## src/hdl/fiit_ram.sv

```systemverilog
// Generic single-port-write, single-read RAM with registered read data.
// Depends on nothing.
module fiit_ram #(
    parameter int WIDTH = 32,
    parameter int DEPTH = 64
) (
    input  logic                     i_clk,
    input  logic                     i_we,
    input  logic [$clog2(DEPTH)-1:0] i_waddr,
    input  logic [WIDTH-1:0]         i_wdata,
    input  logic [$clog2(DEPTH)-1:0] i_raddr,
    output logic [WIDTH-1:0]         o_rdata
);
    logic [WIDTH-1:0] r_mem [DEPTH];
    logic [WIDTH-1:0] r_rdata;

    always_ff @(posedge i_clk) begin
        if (i_we) r_mem[i_waddr] <= i_wdata;
        r_rdata <= r_mem[i_raddr];
    end
    assign o_rdata = r_rdata;
endmodule

```

## config.mk

```make
export PLATFORM = sky130hd
export DESIGN_NAME = fiit_ram
export DESIGN_NICKNAME = d
export VERILOG_FILES = /design/src/hdl/fiit_ram.sv
export SDC_FILE = /design/constraint.sdc
export NUM_CORES = 2
export LEC_CHECK = 0
export BUFFER_PORTS_ARGS = -buffer_cell sky130_fd_sc_hd__buf_4
export CORE_UTILIZATION = 45
export DETAILED_ROUTE_END_ITERATION = 6
export MAX_ROUTING_LAYER = met4
export SYNTH_ARGS = -nofsm -noshare
export SYNTH_HDL_FRONTEND = slang
export SYNTH_SLANG_ARGS = --single-unit
```

## constraint.sdc

```tcl
create_clock -name i_clk -period 4.8 [get_ports i_clk]
set_input_delay 0.24 -clock i_clk [delete_from_list [all_inputs] [get_ports i_clk]]
set_output_delay 0.24 -clock i_clk [all_outputs]
set_load 0.03 [all_outputs]
```

# --- After elaboration in Yosys (flattened, before gate mapping) ---
# Memories as Yosys holds them, arrays and structs flattened. A register that Yosys moved wholly into a read port is not among the register bits.
# Index checks and enable logic that the tools add are counted.
classes:
  n_mux: 2
ops:
  columns: ["cell", "n"]
  rows:
  - ["1-bit 2-to-1 mux", 2]
word_totals:
  ff_bits: 0
  memories: 1
  ram_bits: 2048
  in_bits: 46
mem_list:
  columns: ["name", "depth", "width", "rd", "rd_clocked_by_memory_dff", "write_ports", "line_no", "text"]
  rows:
  - ["r_mem", 64, 32, 1, 1, 1, "14", "logic [WIDTH-1:0] r_mem [DEPTH];"]

# --- Longest topological paths before layout ---
depth:
  ltp_word: 2
  depth_mapped: 10

# --- Worst setup path after synthesis ---
# Ideal clock, no wire load.
synth_path:
  kind: "input to register"
  from: "input port i_waddr[3]"
  to: "memory r_mem[48][0] (enable)"
  stages: 4
  required_time_ns: 4.339
  setup_slack_ns: 1.400
  path_buffers: 1
  arrival_time_ns: 2.939
  path_cell_list: "clkbuf_1 -> nor2b_1 -> nand4b_1 -> nor3_1"
synth_lines:
  columns: ["element", "line_no", "text"]
  rows:
  - ["from (decl)", "9", "input logic [$clog2(DEPTH)-1:0] i_waddr,"]
  - ["to (decl)", "14", null]
# Straight into the memory's write port.

# --- Final worst setup path ---
layout_path:
  from: "input port i_waddr[1]"
  to: "memory r_mem[43][31] (enable)"
# Straight into the memory's write port.

==> key figures <==
Pwr
  – Cell leakage power: between 20 and 30 nW
  – PD cells: 424 nW/um^2
  – Max IR drop VDD: 0.371 mV

Place
  – Port-buffer cells: 77
  – Post-DP HPWL: 121 mm
  – Placed Cells: around 5700
  – Placed Area: 83000 sq um
  – Routability cong.: around 0.8

Layout
  – Synth-to-layout area growth: 14.7%
  – Final Instance Area: 90100 sq um
  – Area used by multi-input combinational logic: 16000 sq um
  – Fillers: between 10000 and 15000
  – Finished Layout Cells: between 6000 and 7000
  – Share of cells above drive strength 1: a little under a third
  – Register Area: 62100 sq um
  – Final #Nets: 3659

Hold path
  – Worst Hold Class: input port to flip-flop

Timing
  – Max-slew headroom: 31.8%
  – Max Fclk: 356 MHz
  – Final Hold Viols: 0
  – Least-Margin Pin Slew: about 1000 ps
  – Period utilisation layout: 58.5%
  – Unrepaired setup endpoints after global routing: false
  – Setup tns final: 0 ps
  – Clock skew: approximately 50 ps
  – Slew Viols, Final: 0
  – Min Tclk post-route: 2810 ps
  – Final setup vio count: 0

Route
  – DRT iter0 DRCs: 4803
  – DRC Markers: 0
  – DRT Pass-1 Iters: 7
  – Wirelength, routed: 209 mm
  – Antenna-violating nets left: 0
  – Via density: 6.15
  – Post-DR wirelength/cell: between 30 and 40 um
  – Vias: about 38000

Die
  – Initial Utilization: 45.5%
  – Row cnt: 152
  – IO Pins: 78
  – Die ar.: 176000 sq um
  – Core Box Area: 172000 sq um
  – Die width: 420 um
  – Die Y: approximately 420 um

Critical path
  – Req. time, crit path: 5260 ps
  – CP Launch Type: input port
  – Critical path fanouts, max: 20
  – Buf/Inv on CP: 3
  – Critical path type: input port to flip-flop
  – Crit path top cell by count: buf_4
  – Delay-heaviest family, CP: simple AND/OR/NAND/NOR gates
  – CP max stage delay: 840 ps
  – Cell breakdown of the critical path: dlygate4sd3_1 > buf_4 > nor2b_1 > nand3_1 > nor2_4 > buf_4
  – Setup crit end kind: flip-flop
  – Crit path DAT: 3260 ps
  – Crit path max-delay cell type: nor2_4

Logic synthesis
  – Cell area after synthesis: 78500 sq um
  – Sequential share of the synthesized area: 79.1%
  – Syn nets: around 3400
  – Ys Warns: 0
  – Seq cells post-synth: 2080
  – Count of cell types in the netlist: 34
  – Synth Area per Inst: 23.6 sq um
  – Post-Synthesis Cells: 3324

Clocking
  – Total CTS buffers: 207
  – Hold-fix buffers at CTS: 33
  – Worst-Skew Late Latency: ~850 ps
  – Setup Buffers After CTS: 0
  – TritonCTS clock tree: yes
  – CTS H-Tree Depth: 4
  – CTS sink cnt: around 2100
  – CTS resizes: 0
  – Longest Clk Path Bufs: 3
  – CTS root buf: clkbuf_16
  – Clock slew at reported path FFs: roughly 60 ps

Global route
  – Vias in the first global route: roughly 37000
  – First-pass GRT wire length: 291 mm
  – Largest net degree at the start of global routing: 72
  – Total grt overflow: 0
  – Initial antenna violation count: 5
  – Total track usage: 24.6%

Flow run
  – Max_cap viols: 0

Outcome
  – Status: completed
layer usage:
metal	routed length (um)	vias to the layer above	global-route usage, %
li1	-	14878	-
met2	99500	1542	37.2
met1	89900	20885	35.5
met3	14800	246	3.95
met4	4330	0	5.84
met5	0	-	-
synth_stat cells, drive strengths merged:
library cell,n,area [sq um]
or2,3,18.8
nor3,7,35.0
mux4,544,12300
or3b,5,43.8
nand3b,5,37.5
buf,108,608
or3,3,18.8
nor2b,15,93.8
and2,2,12.5
nand2,26,97.6
a22oi,12,90.1
clkbuf,74,278
mux2i,93,931
nand4,2,12.5
nand3,5,25.0
o22ai,84,526
a31oi,1,6.26
nor2,137,514
a311oi,8,70.1
dfxtp,32,641
nand2b,8,50.1
o221ai,27,236
o32ai,4,35.0
edfxtp,2048,61500
a41o,4,40.0
nand4b,1,8.76
and3,4,25.0
a21oi,62,310
worst paths after layout:
check               startpoint             to  slack, ps  depth (start not counted)
hold reg to reg   r_mem[59][8]     o_rdata[8]        850                          5
setup / recovery    i_waddr[1]  r_mem[43][31]       1990                          6
hold / removal     i_wdata[26]  r_mem[22][26]         40                          1
setup reg to reg   r_mem[3][9]     o_rdata[9]       2380                          4
flip-flops by register name (all words and copies together), names as in the netlist:
signal,count
o_rdata,32
r_mem,2048
where the power goes:
part / leakage [nW] / total, mW / internal (mW) / switching, mW
sequential: 18.7 / 20.2 / 20.1 / 0.104
clock: 3.30 / 16.0 / 9.04 / 6.94
combinational: 6.06 / 1.99 / 0.723 / 1.27
cell usage in the layout, fill, tap and decap left out, types with 12 or more instances in the layout:
cell type,n
mux4_2,544
clkbuf_8,18
nand2_1,26
a22oi_1,12
a21oi_1,62
nor2_4,62
clkinv_1,43
edfxtp_1,2048
clkbuf_1,44
o221ai_1,27
nor2_1,75
mux2i_1,93
bufinv_16,13
buf_4,206
clkbuf_16,210
o22ai_1,84
dlygate4sd3_1,33
dfxtp_1,32
nor2b_1,15
clkinv_2,41
buf_12,19
layout make-up:
class	instances	area share, %
clock inverter	118	1.20
multi-input combinational	1062	17.7
timing repair buffer	262	2.57
clock buffer	272	6.29
antenna	5	0.0139
sequential	2080	69.0
tap	2310	3.21
stage by stage:
| stage | total power [mW] | utilization [%] | setup WS, ps | hold WS (ps) |
|---|---|---|---|---|
| after floorplan | 21.6 | - | 1400 | 339 |
| after global placement | 22.6 | 48.1 | 1220 | 652 |
| after detailed placement | 22.6 | 48.1 | 1200 | 657 |
| after CTS | 38.4 | 52.2 | 2060 | 1.10 |
| after global routing | 39.2 | 52.2 | 1980 | 16.9 |
| final | 38.2 | 52.2 | 1990 | 37.2 |
cells by family (layout without fill, tap and decap cells):
| family | Yosys count | count (layout) | share of synthesized area [%] |
|---|---|---|---|
| DFF | 2080 | 2080 | 79.1 |
| buffers and inverters | 182 | 652 | 1.13 |
| other | 0 | 5 | 0 |
| muxes | 637 | 637 | 16.8 |
| AOI/OAI and AO/OA | 202 | 202 | 1.67 |
| and+or+nand+nor | 223 | 223 | 1.27 |
(Power assumes the default switching activity.)
